### src/rtl/core/flat_json_object_tokenizer_unit_defines.svh
// Assertion macros shared by the tokenizer RTL.
`ifndef FLAT_JSON_OBJECT_TOKENIZER_UNIT_DEFINES_SVH
`define FLAT_JSON_OBJECT_TOKENIZER_UNIT_DEFINES_SVH

`ifndef SYNTHESIS
// Same-cycle implication, checked at every rising clock edge out of reset.
`define FJT_ASSERT_IMPL(label, clk, rst_n, ante, cons) \
  label: assert property (@(posedge clk) disable iff (!rst_n) (ante) |-> (cons)) \
    else $error("assertion failed");
// Next-cycle implication.
`define FJT_ASSERT_NEXT(label, clk, rst_n, ante, cons) \
  label: assert property (@(posedge clk) disable iff (!rst_n) (ante) |=> (cons)) \
    else $error("assertion failed");
`else
`define FJT_ASSERT_IMPL(label, clk, rst_n, ante, cons)
`define FJT_ASSERT_NEXT(label, clk, rst_n, ante, cons)
`endif

`endif

### src/rtl/core/fjt_pkg.sv
// Types, codes and character constants for the flat object tokenizer.
`timescale 1ns / 1ps

package fjt_pkg;

  localparam int PhaseW = 4;

  localparam logic [PhaseW-1:0] PH_WAIT_OPEN   = 4'd0;
  localparam logic [PhaseW-1:0] PH_FIRST_KEY   = 4'd1;
  localparam logic [PhaseW-1:0] PH_IN_KEY      = 4'd2;
  localparam logic [PhaseW-1:0] PH_AFTER_KEY   = 4'd3;
  localparam logic [PhaseW-1:0] PH_BEFORE_VAL  = 4'd4;
  localparam logic [PhaseW-1:0] PH_IN_VAL      = 4'd5;
  localparam logic [PhaseW-1:0] PH_AFTER_VAL   = 4'd6;
  localparam logic [PhaseW-1:0] PH_AFTER_VALWS = 4'd7;
  localparam logic [PhaseW-1:0] PH_NEXT_KEY    = 4'd8;

  localparam logic [2:0] K_NONE    = 3'd0;
  localparam logic [2:0] K_KEYBYTE = 3'd1;
  localparam logic [2:0] K_KEYEND  = 3'd2;
  localparam logic [2:0] K_VALBYTE = 3'd3;
  localparam logic [2:0] K_PAIREND = 3'd4;
  localparam logic [2:0] K_OBJEND  = 3'd5;
  localparam logic [2:0] K_ERROR   = 3'd6;

  localparam logic [2:0] E_NONE           = 3'd0;
  localparam logic [2:0] E_NO_BRACE       = 3'd1;
  localparam logic [2:0] E_NO_KEY_QUOTE   = 3'd2;
  localparam logic [2:0] E_OPEN_KEY       = 3'd3;
  localparam logic [2:0] E_NO_COLON       = 3'd4;
  localparam logic [2:0] E_NO_VALUE_QUOTE = 3'd5;
  localparam logic [2:0] E_OPEN_VALUE     = 3'd6;
  localparam logic [2:0] E_NO_COMMA       = 3'd7;

  localparam logic [7:0] CH_LBRACE = 8'h7B;
  localparam logic [7:0] CH_RBRACE = 8'h7D;
  localparam logic [7:0] CH_COLON  = 8'h3A;
  localparam logic [7:0] CH_COMMA  = 8'h2C;
  localparam logic [7:0] CH_QUOTE  = 8'h22;

  typedef logic [PhaseW-1:0] phase_t;

  typedef struct packed {
    logic [2:0] token_kind;
    logic [7:0] token_byte;
    logic [2:0] error_code;
  } result_t;

  function automatic logic is_blank(input logic [7:0] c);
    is_blank = (c == 8'd32) || ((c >= 8'd9) && (c <= 8'd13));
  endfunction

endpackage

### src/rtl/core/fjt_step.sv
// Next-phase and result logic for one text byte.
`timescale 1ns / 1ps

module fjt_step (
  input  fjt_pkg::phase_t  phase_i,
  input  logic [7:0]       text_byte_i,
  input  logic             end_of_text_i,
  output fjt_pkg::phase_t  phase_nxt_o,
  output fjt_pkg::result_t result_o
);

  fjt_pkg::phase_t nx;
  fjt_pkg::phase_t nx_final;
  logic [2:0]      kind;
  logic [7:0]      tbyte;
  logic [2:0]      err;
  logic            blank;

  function automatic logic [2:0] end_error(input fjt_pkg::phase_t ph);
    case (ph) inside
      fjt_pkg::PH_FIRST_KEY, fjt_pkg::PH_NEXT_KEY:   end_error = fjt_pkg::E_NO_KEY_QUOTE;
      fjt_pkg::PH_IN_KEY:                            end_error = fjt_pkg::E_OPEN_KEY;
      fjt_pkg::PH_AFTER_KEY:                         end_error = fjt_pkg::E_NO_COLON;
      fjt_pkg::PH_BEFORE_VAL:                        end_error = fjt_pkg::E_NO_VALUE_QUOTE;
      fjt_pkg::PH_IN_VAL:                            end_error = fjt_pkg::E_OPEN_VALUE;
      fjt_pkg::PH_AFTER_VAL, fjt_pkg::PH_AFTER_VALWS: end_error = fjt_pkg::E_NO_COMMA;
      default:                                       end_error = fjt_pkg::E_NO_BRACE;
    endcase
  endfunction

  assign blank = fjt_pkg::is_blank(text_byte_i);

  always_comb begin
    nx    = phase_i;
    kind  = fjt_pkg::K_NONE;
    tbyte = 8'd0;
    err   = fjt_pkg::E_NONE;
    unique case (phase_i) inside
      fjt_pkg::PH_FIRST_KEY, fjt_pkg::PH_NEXT_KEY: begin
        if (!blank) begin
          if (text_byte_i == fjt_pkg::CH_QUOTE) begin
            nx = fjt_pkg::PH_IN_KEY;
          end else if (text_byte_i == fjt_pkg::CH_RBRACE &&
                       phase_i == fjt_pkg::PH_FIRST_KEY) begin
            kind = fjt_pkg::K_OBJEND;
            nx   = fjt_pkg::PH_WAIT_OPEN;
          end else begin
            err = fjt_pkg::E_NO_KEY_QUOTE;
          end
        end
      end
      fjt_pkg::PH_IN_KEY: begin
        if (text_byte_i == fjt_pkg::CH_QUOTE) begin
          kind = fjt_pkg::K_KEYEND;
          nx   = fjt_pkg::PH_AFTER_KEY;
        end else begin
          kind  = fjt_pkg::K_KEYBYTE;
          tbyte = text_byte_i;
        end
      end
      fjt_pkg::PH_AFTER_KEY: begin
        if (!blank) begin
          if (text_byte_i == fjt_pkg::CH_COLON) begin
            nx = fjt_pkg::PH_BEFORE_VAL;
          end else begin
            err = fjt_pkg::E_NO_COLON;
          end
        end
      end
      fjt_pkg::PH_BEFORE_VAL: begin
        if (!blank) begin
          if (text_byte_i == fjt_pkg::CH_QUOTE) begin
            nx = fjt_pkg::PH_IN_VAL;
          end else begin
            err = fjt_pkg::E_NO_VALUE_QUOTE;
          end
        end
      end
      fjt_pkg::PH_IN_VAL: begin
        if (text_byte_i == fjt_pkg::CH_QUOTE) begin
          kind = fjt_pkg::K_PAIREND;
          nx   = fjt_pkg::PH_AFTER_VAL;
        end else begin
          kind  = fjt_pkg::K_VALBYTE;
          tbyte = text_byte_i;
        end
      end
      fjt_pkg::PH_AFTER_VAL: begin
        if (text_byte_i == fjt_pkg::CH_COMMA) begin
          nx = fjt_pkg::PH_NEXT_KEY;
        end else if (text_byte_i == fjt_pkg::CH_RBRACE) begin
          kind = fjt_pkg::K_OBJEND;
          nx   = fjt_pkg::PH_WAIT_OPEN;
        end else if (blank) begin
          nx = fjt_pkg::PH_AFTER_VALWS;
        end else begin
          err = fjt_pkg::E_NO_COMMA;
        end
      end
      fjt_pkg::PH_AFTER_VALWS: begin
        if (!blank) begin
          if (text_byte_i == fjt_pkg::CH_RBRACE) begin
            kind = fjt_pkg::K_OBJEND;
            nx   = fjt_pkg::PH_WAIT_OPEN;
          end else begin
            err = fjt_pkg::E_NO_COMMA;
          end
        end
      end
      default: begin
        if (blank) begin
          nx = fjt_pkg::PH_WAIT_OPEN;
        end else if (text_byte_i == fjt_pkg::CH_LBRACE) begin
          nx = fjt_pkg::PH_FIRST_KEY;
        end else begin
          err = fjt_pkg::E_NO_BRACE;
        end
      end
    endcase

    // An object still open at the last byte turns into an error.
    if (err == fjt_pkg::E_NONE && end_of_text_i && kind != fjt_pkg::K_OBJEND) begin
      err = end_error(nx);
    end

    nx_final = nx;
    if (err != fjt_pkg::E_NONE) begin
      kind     = fjt_pkg::K_ERROR;
      tbyte    = 8'd0;
      nx_final = fjt_pkg::PH_WAIT_OPEN;
    end
    if (end_of_text_i) begin
      nx_final = fjt_pkg::PH_WAIT_OPEN;
    end
  end

  assign phase_nxt_o         = nx_final;
  assign result_o.token_kind = kind;
  assign result_o.token_byte = tbyte;
  assign result_o.error_code = err;

endmodule

### src/rtl/core/flat_json_object_tokenizer_unit.sv
// Top level of the flat object tokenizer: phase register and two-entry result buffer.
`timescale 1ns / 1ps
`include "flat_json_object_tokenizer_unit_defines.svh"

// Takes one byte of object text per beat and gives exactly one tagged result
// beat for it from the registered result buffer; with the result side
// unstalled it sustains one byte per clock. The parse phase lives in a single
// register that is updated as each byte is accepted, and each result lands in
// an output register backed by one skid entry, so in_stall rises only when
// both hold a result that the consumer has not taken.
module flat_json_object_tokenizer_unit (
  input  logic       clk,
  input  logic       rst_n,
  input  logic       in_valid,
  output logic       in_stall,
  input  logic [7:0] in_text_byte,
  input  logic       in_end_of_text,
  output logic       out_valid,
  input  logic       out_stall,
  output logic [2:0] out_token_kind,
  output logic [7:0] out_token_byte,
  output logic [2:0] out_error_code
);

  fjt_pkg::phase_t  phase_r;
  fjt_pkg::phase_t  phase_nxt;
  fjt_pkg::result_t step_result;
  fjt_pkg::result_t out_data_r;
  fjt_pkg::result_t skid_data_r;
  logic             out_valid_r;
  logic             skid_valid_r;
  logic             in_acc;
  logic             out_take;

  fjt_step u_step (
    .phase_i       (phase_r),
    .text_byte_i   (in_text_byte),
    .end_of_text_i (in_end_of_text),
    .phase_nxt_o   (phase_nxt),
    .result_o      (step_result)
  );

  assign in_stall = skid_valid_r;
  assign in_acc   = in_valid && !in_stall;
  assign out_take = out_valid_r && !out_stall;

  always_ff @(posedge clk) begin
    if (!rst_n) begin
      phase_r <= fjt_pkg::PH_WAIT_OPEN;
    end else if (in_acc) begin
      phase_r <= phase_nxt;
    end
  end

  always_ff @(posedge clk) begin
    if (!rst_n) begin
      out_valid_r  <= 1'b0;
      skid_valid_r <= 1'b0;
    end else if (out_take || !out_valid_r) begin
      if (skid_valid_r) begin
        out_valid_r  <= 1'b1;
        skid_valid_r <= 1'b0;
      end else begin
        out_valid_r <= in_acc;
      end
    end else if (in_acc) begin
      skid_valid_r <= 1'b1;
    end
  end

  always_ff @(posedge clk) begin
    if (out_take || !out_valid_r) begin
      if (skid_valid_r) begin
        out_data_r <= skid_data_r;
      end else if (in_acc) begin
        out_data_r <= step_result;
      end
    end else if (in_acc) begin
      skid_data_r <= step_result;
    end
  end

  assign out_valid      = out_valid_r;
  assign out_token_kind = out_data_r.token_kind;
  assign out_token_byte = out_data_r.token_byte;
  assign out_error_code = out_data_r.error_code;

  `FJT_ASSERT_IMPL(a_skid_behind_out, clk, rst_n, skid_valid_r, out_valid_r)
  `FJT_ASSERT_NEXT(a_end_resets_phase, clk, rst_n, in_acc && in_end_of_text,
                   phase_r == fjt_pkg::PH_WAIT_OPEN)
  `FJT_ASSERT_IMPL(a_error_has_code, clk, rst_n,
                   out_valid_r && out_token_kind == fjt_pkg::K_ERROR,
                   out_error_code != fjt_pkg::E_NONE && out_token_byte == 8'd0)
  `FJT_ASSERT_IMPL(a_code_only_on_error, clk, rst_n,
                   out_valid_r && out_token_kind != fjt_pkg::K_ERROR,
                   out_error_code == fjt_pkg::E_NONE)
  `FJT_ASSERT_NEXT(a_error_resets_phase, clk, rst_n,
                   in_acc && step_result.token_kind == fjt_pkg::K_ERROR,
                   phase_r == fjt_pkg::PH_WAIT_OPEN)

endmodule

### config.mk
export PLATFORM = sky130hd
export DESIGN_NAME = flat_json_object_tokenizer_unit
export DESIGN_NICKNAME = d
export VERILOG_FILES = /design/src/rtl/core/fjt_pkg.sv /design/src/rtl/core/fjt_step.sv /design/src/rtl/core/flat_json_object_tokenizer_unit.sv
export VERILOG_INCLUDE_DIRS = /design/src /design/src/rtl/core
export SDC_FILE = /design/constraint.sdc
export NUM_CORES = 1
export LEC_CHECK = 0
export ABC_CLOCK_PERIOD_IN_PS = 8900
export BUFFER_PORTS_ARGS = -buffer_cell sky130_fd_sc_hd__buf_2
export CAP_MARGIN = 20
export CORE_ASPECT_RATIO = 0.6
export CORE_MARGIN = 1.5
export CORE_UTILIZATION = 62
export DETAILED_ROUTE_END_ITERATION = 10
export PLACE_DENSITY = 0.82
export SLEW_MARGIN = 20
export SYNTH_ARGS = -nofsm -noshare
export SYNTH_HDL_FRONTEND = slang
export SYNTH_SLANG_ARGS = --single-unit
### constraint.sdc
create_clock -name clk -period 8.9 [get_ports clk]
set_clock_uncertainty 0.1 [all_clocks]
set_input_delay 0.89 -clock clk [delete_from_list [all_inputs] [get_ports clk]]
set_output_delay 0.89 -clock clk [all_outputs]
set_load 0.005 [all_outputs]
# ---- After elaboration in Yosys (flattened, before gate mapping)
# Cells that the tools add are included.
dict set report word_totals {
  register_bits 34
  out_inout_bits 16
}
dict set report op_classes {
  n_reduce_logical 21
  n_eq_ne 23
  magnitude_cmp 2
  n_bitwise 2
  n_mux 57
}
# operator n
set ops {}
lappend ops {{$mux 3} 25}
lappend ops {{$mux 4} 18}
lappend ops {{$eq 4x3->1 const B} 8}
lappend ops {{$eq 8x6->1 const B} 4}
lappend ops {{$mux 14} 2}
lappend ops {{$pmux 4 s7} 1}
lappend ops {{$mux 8} 3}
lappend ops {{$pmux 3 s6} 1}
lappend ops {{$eq 4x2->1 const B} 4}
lappend ops {{$eq 8x7->1 const B} 2}
lappend ops {{$pmux 3 s5} 1}
lappend ops {{$reduce_or 2->1} 5}
lappend ops {{$eq 4x1->1 const B} 2}
lappend ops {{$eq 4x4->1 const B} 2}
lappend ops {{$ge 8x4->1 const B} 1}
lappend ops {{$le 8x4->1 const B} 1}
lappend ops {{$mux 2} 4}
lappend ops {{$logic_and 1x1->1} 6}
lappend ops {{$reduce_and 2->1} 2}
lappend ops {{$logic_not 1->1} 3}
lappend ops {{$logic_not 3->1} 1}
lappend ops {{$ne 3x3->1 const B} 1}
lappend ops {{$reduce_bool 3->1} 1}
lappend ops {{$logic_or 1x1->1} 2}
lappend ops {{other kinds (3)} 5}

# ---- Longest topological paths before layout
dict set report logic_depth {
  word_depth 20
  ltp_mapped 11
  depth_no_buf 8
}

# ---- By module
# A second synthesis with hierarchy kept.
dict set report hier_totals {
  cells_unflattened 199
  hier_area_um2 2213.4
}
# module cells_per_inst instances area_each_um2
set modules_own_cells {}
lappend modules_own_cells {flat_json_object_tokenizer_unit 71 1 1311.3}
lappend modules_own_cells {fjt_step 128 1 902.1}

# ---- Worst setup path after synthesis
# No wires, ideal clock.
dict set report synth_path {
  path_kind {input port to flip-flop}
  from {input port in_text_byte[4]}
  to {register out_data_r (netlist bit out_token_kind[1]) (data pin)}
  setup_slack_ps 5324
  setup_time_ps 264
  cell_stages 8
  n_path_buf 0
  t_arrival_ps 3212
  path_cell_list {or3_4 -> or4_4 -> o32a_2 -> mux2i_2 -> and2_1 -> o31ai_2 -> nand3_2 -> o41a_1}
}
dict set report synth_via {
  elab_chain_len 20
}
# element line_no
set synth_lines {}
lappend synth_lines {{from (decl)} flat_json_object_tokenizer_unit.sv:16} ;# input logic [7:0] in_text_byte,
lappend synth_lines {{$ge 8x4->1 / $le 8x4->1 (equally long branches)} fjt_pkg.sv:50} ;# is_blank = (c == 8'd32) || ((c >= 8'd9) && (c <= 8'd13));
lappend synth_lines {{$logic_and 1x1->1} fjt_pkg.sv:50}
lappend synth_lines {{$logic_or 1x1->1} fjt_pkg.sv:50}
lappend synth_lines {{$mux 4} fjt_step.sv:94} ;# end else if (blank) begin
lappend synth_lines {{$mux 4} fjt_step.sv:91} ;# end else if (text_byte_i == fjt_pkg::CH_RBRACE) begin
lappend synth_lines {{$mux 4} fjt_step.sv:89} ;# if (text_byte_i == fjt_pkg::CH_COMMA) begin
lappend synth_lines {{$pmux 4 s7} fjt_step.sv:38} ;# unique case (phase_i) inside
lappend synth_lines {{$eq 4x3->1} fjt_step.sv:123} ;# err = end_error(nx);
lappend synth_lines {{$reduce_or 2->1} fjt_step.sv:20} ;# case (ph) inside
lappend synth_lines {{$mux 3 (6 in series)} fjt_step.sv:20}
lappend synth_lines {{$mux 3} fjt_step.sv:122} ;# if (err == fjt_pkg::E_NONE && end_of_text_i && kind != fjt_pkg::K_OBJEND) begin
lappend synth_lines {{$reduce_bool 3->1} fjt_step.sv:127} ;# if (err != fjt_pkg::E_NONE) begin
lappend synth_lines {{$mux 3 *} fjt_step.sv:127}
lappend synth_lines {{$mux 14 *} flat_json_object_tokenizer_unit.sv:75} ;# end else if (in_acc) begin
lappend synth_lines {{$mux 14 *} flat_json_object_tokenizer_unit.sv:73} ;# if (skid_valid_r) begin
lappend synth_lines {{to (signal assigned)} flat_json_object_tokenizer_unit.sv:74} ;# out_data_r <= skid_data_r;
lappend synth_lines {{to (signal assigned)} flat_json_object_tokenizer_unit.sv:76} ;# out_data_r <= step_result;
lappend synth_lines {{to (decl)} flat_json_object_tokenizer_unit.sv:28} ;# fjt_pkg::result_t out_data_r;
# Mark *: on every way between the ends. The rest lies on a longest branch, timed or not. The select of a mux whose other input is x is not followed.
# A chain may end at the register's enable or synchronous reset.

# ---- Final worst setup path
dict set report layout_path {
  from {input port in_text_byte[4]}
  to {register out_data_r (netlist bit out_token_kind[2]) (data pin)}
}
# The elaborated chain is that of the path after synthesis.

==> run metrics <==
status=complete, no violations; Synth Area in XOR/XNOR=0.390%; root buffer cell=clkbuf_8; DRT Wirelength=5.30 mm; Final ANT Viol Nets=0; Final Max Tran Viols=0; via count=a little under 2000; post-synthesis cell type count=a little under 60; final net count=260; Final GP Congestion=1.00; CTS tree=done; CTS Buf Count=5; Die H=49.6 um; initial antenna violation count=0; drt initial violations=215; Post-Synth Adder-Cell Area=0%; actual slew at the worst max-slew pin=1.09 ns; synthesized area per cell=9.93 um2; unrepaired setup endpoints after global routing=false; vias in the first global route=between 1500 and 2000; post-CTS sizing=0; hold buffers post-CTS=0; Final Power=roughly 0.31 mW; mux cell area share after synthesis=2.12%; final worst setup slack=5.00 ns; final hold viol count=0; R2R cell count=7; CP endpoint kind=flip-flop; minimum clock period=3.90 ns; Layout Cells excl Fill=slightly below 300; P&R area growth vs syn=10.0%; largest family of logic cells by synthesized area=simple AND/OR/NAND/NOR gates; worst r2r dst=out_token_kind[2]; Syn Nets=239; post-synthesis simple-gate area fraction=27.6%; Slew HR=27.3%; worst hold start=out_valid; Synth top area share=~37%; R2R Setup Slk=roughly 5.5 ns; Antenna diodes=0; worst-path fanout max=16; CP startpoint=in_text_byte[4]; initial core utilization=between 60 and 70%; Detailed Place HPWL=between 3 and 4 mm; ys flop type=edfxtp_1; Seq/Total Area, Yosys=42.8%; critical path arrival=3.83 ns; layout filler cell count=~240; clock-pin slew on the worst setup and hold paths=0.06 ns; Synth async-reset ratio=0%; Synth top cells by count=32 x nand2_1, 28 x edfxtp_1, 15 x clkbuf_1; CP required=roughly 9 ns; PD cells=between 100 and 150 nW/um2; Seq cells post-synth=34; wire per inst=18.1 um; Worst-Skew Late Latency=between 0.2 and 0.3 ns; synthesized area=between 2000 and 2500 um2; CTS Sinks=34; final setup vio count=0; gr ovfl total=0; Setup crit start kind=input port; Total Routing Usage GR=28.8%; Via density=6.59; largest net degree at the start of global routing=29; fin crit share=a little over two fifths; leak pwr=0.930 nW; Min Hold Slack=0.421 ns; cell count after synthesis=226; count leader, synth=nand2_1; setup_tns=0 ns; HP Class=flip-flop to flip-flop; pre-CTS setup slack=4.73 ns; Synth Area in Compound Gates=21.9%; post-CTS setup buffers=0; hold depth=2; WHS Endpoint=in_stall; CP Class=input port to flip-flop; first-pass GRT wire length=8.45 mm; total iterations of the first detailed-routing run=5; dpl cells=around 290; die footprint=4000 um2; CTS max path bufs=2; total I/O pin count=29; share of cells above drive strength 1=27.4%; width of the die=80.7 um; Yosys top cell by area=edfxtp_1; port bufs=28; worst vdd ir=0.133 mV; max cap viols=0; Post-synth EDFFs=28; reg-to-reg critical path startpoint=phase_r[1]; H-tree levels=2; core area=~3400 um2; DRC=0; YS warnings=0; synth top area cells=edfxtp_1 37%, dfxtp_1 5.4%, nand2_1 5.4%; FMAX=0.256 GHz; row cnt=16
registers in the layout (all words and copies together) (netlist names):
register	count
out_token_byte	8
phase_r	4
in_stall	1
skid_data_r	14
out_token_kind	3
out_valid	1
out_error_code	3
worst max-delay path, stage by stage:
cell	delay (ns)
buf_2	0.14
or3_4	0.41
or4_4	0.49
o32a_2	0.29
mux2i_2	0.19
and2_1	0.21
o31ai_2	0.31
nand3_2	0.41
o41a_1	0.49
where the power goes:
group          total, mW  internal [mW]  switching (mW)  leakage, nW
Clock              0.109         0.0537          0.0553       0.0426
Combinational     0.0255        0.00923          0.0163        0.559
Sequential         0.178          0.176         0.00187        0.329
how the worst max path moves through the flow:
stage | to | slack, ns
2_1_floorplan | out_token_kind[1] | 5.32
3_3_place_gp | out_token_kind[2] | 4.77
3_5_place_dp | out_token_kind[2] | 4.73
4_1_cts | out_token_kind[2] | 5.03
5_1_grt | out_token_kind[1] | 4.85
6_report | out_token_kind[2] | 5.00
metrics by stage:
step / util, % / cell area [um2]
finish: 73.4 / 2470
global route: 73.4 / 2470
CTS: 73.4 / 2470
detailed placement: 71.0 / 2390
global placement: 71.0 / 2390
floorplan: - / 2240
layer usage:
layer,up-vias,part of all wire (%),global-route usage [%]
met5,-,0,0
met4,0,1.3,8.33
met3,9,8.9,9.07
met2,94,41,39.2
met1,913,49,43.4
li1,915,-,-
kinds of logic (layout without fill, tap and decap cells):
logic type             Yosys count  count (layout)
AO/OA/AOI/OAI                   59              59
multiplexers                     4               4
buffers and inverters           28              50
flip-flops                      34              34
AND/OR/NAND/NOR                100             100
XOR/XNOR                         1               1
final cells by class:
type                            instances  area, um2  share of cell area, %
Timing Repair Buffer                   31        163                   6.59
Clock inverter                          2       8.76                  0.355
Multi-Input combinational cell        164       1170                   47.2
Tap cell                               45       56.3                   2.28
Clock buffer                            6       72.6                   2.94
Sequential cell                        34        961                   38.9
Inverter                               11       41.3                   1.67
placed cells by master, fill, tap and decap left out, drive strengths merged, types with 3 or more instances in the layout:
master	n
a21oi	10
a311oi	3
a31oi	4
and2	5
and3	5
buf	31
clkbuf	6
dfxtp	6
edfxtp	28
inv	11
mux2	3
nand2	32
nand2b	4
nand3	8
nand4bb	3
nor2	7
nor3	11
nor3b	5
nor4b	4
o21ai	7
o31ai	9
o41a	3
o41ai	6
or3	4
(Power assumes the default switching activity.)
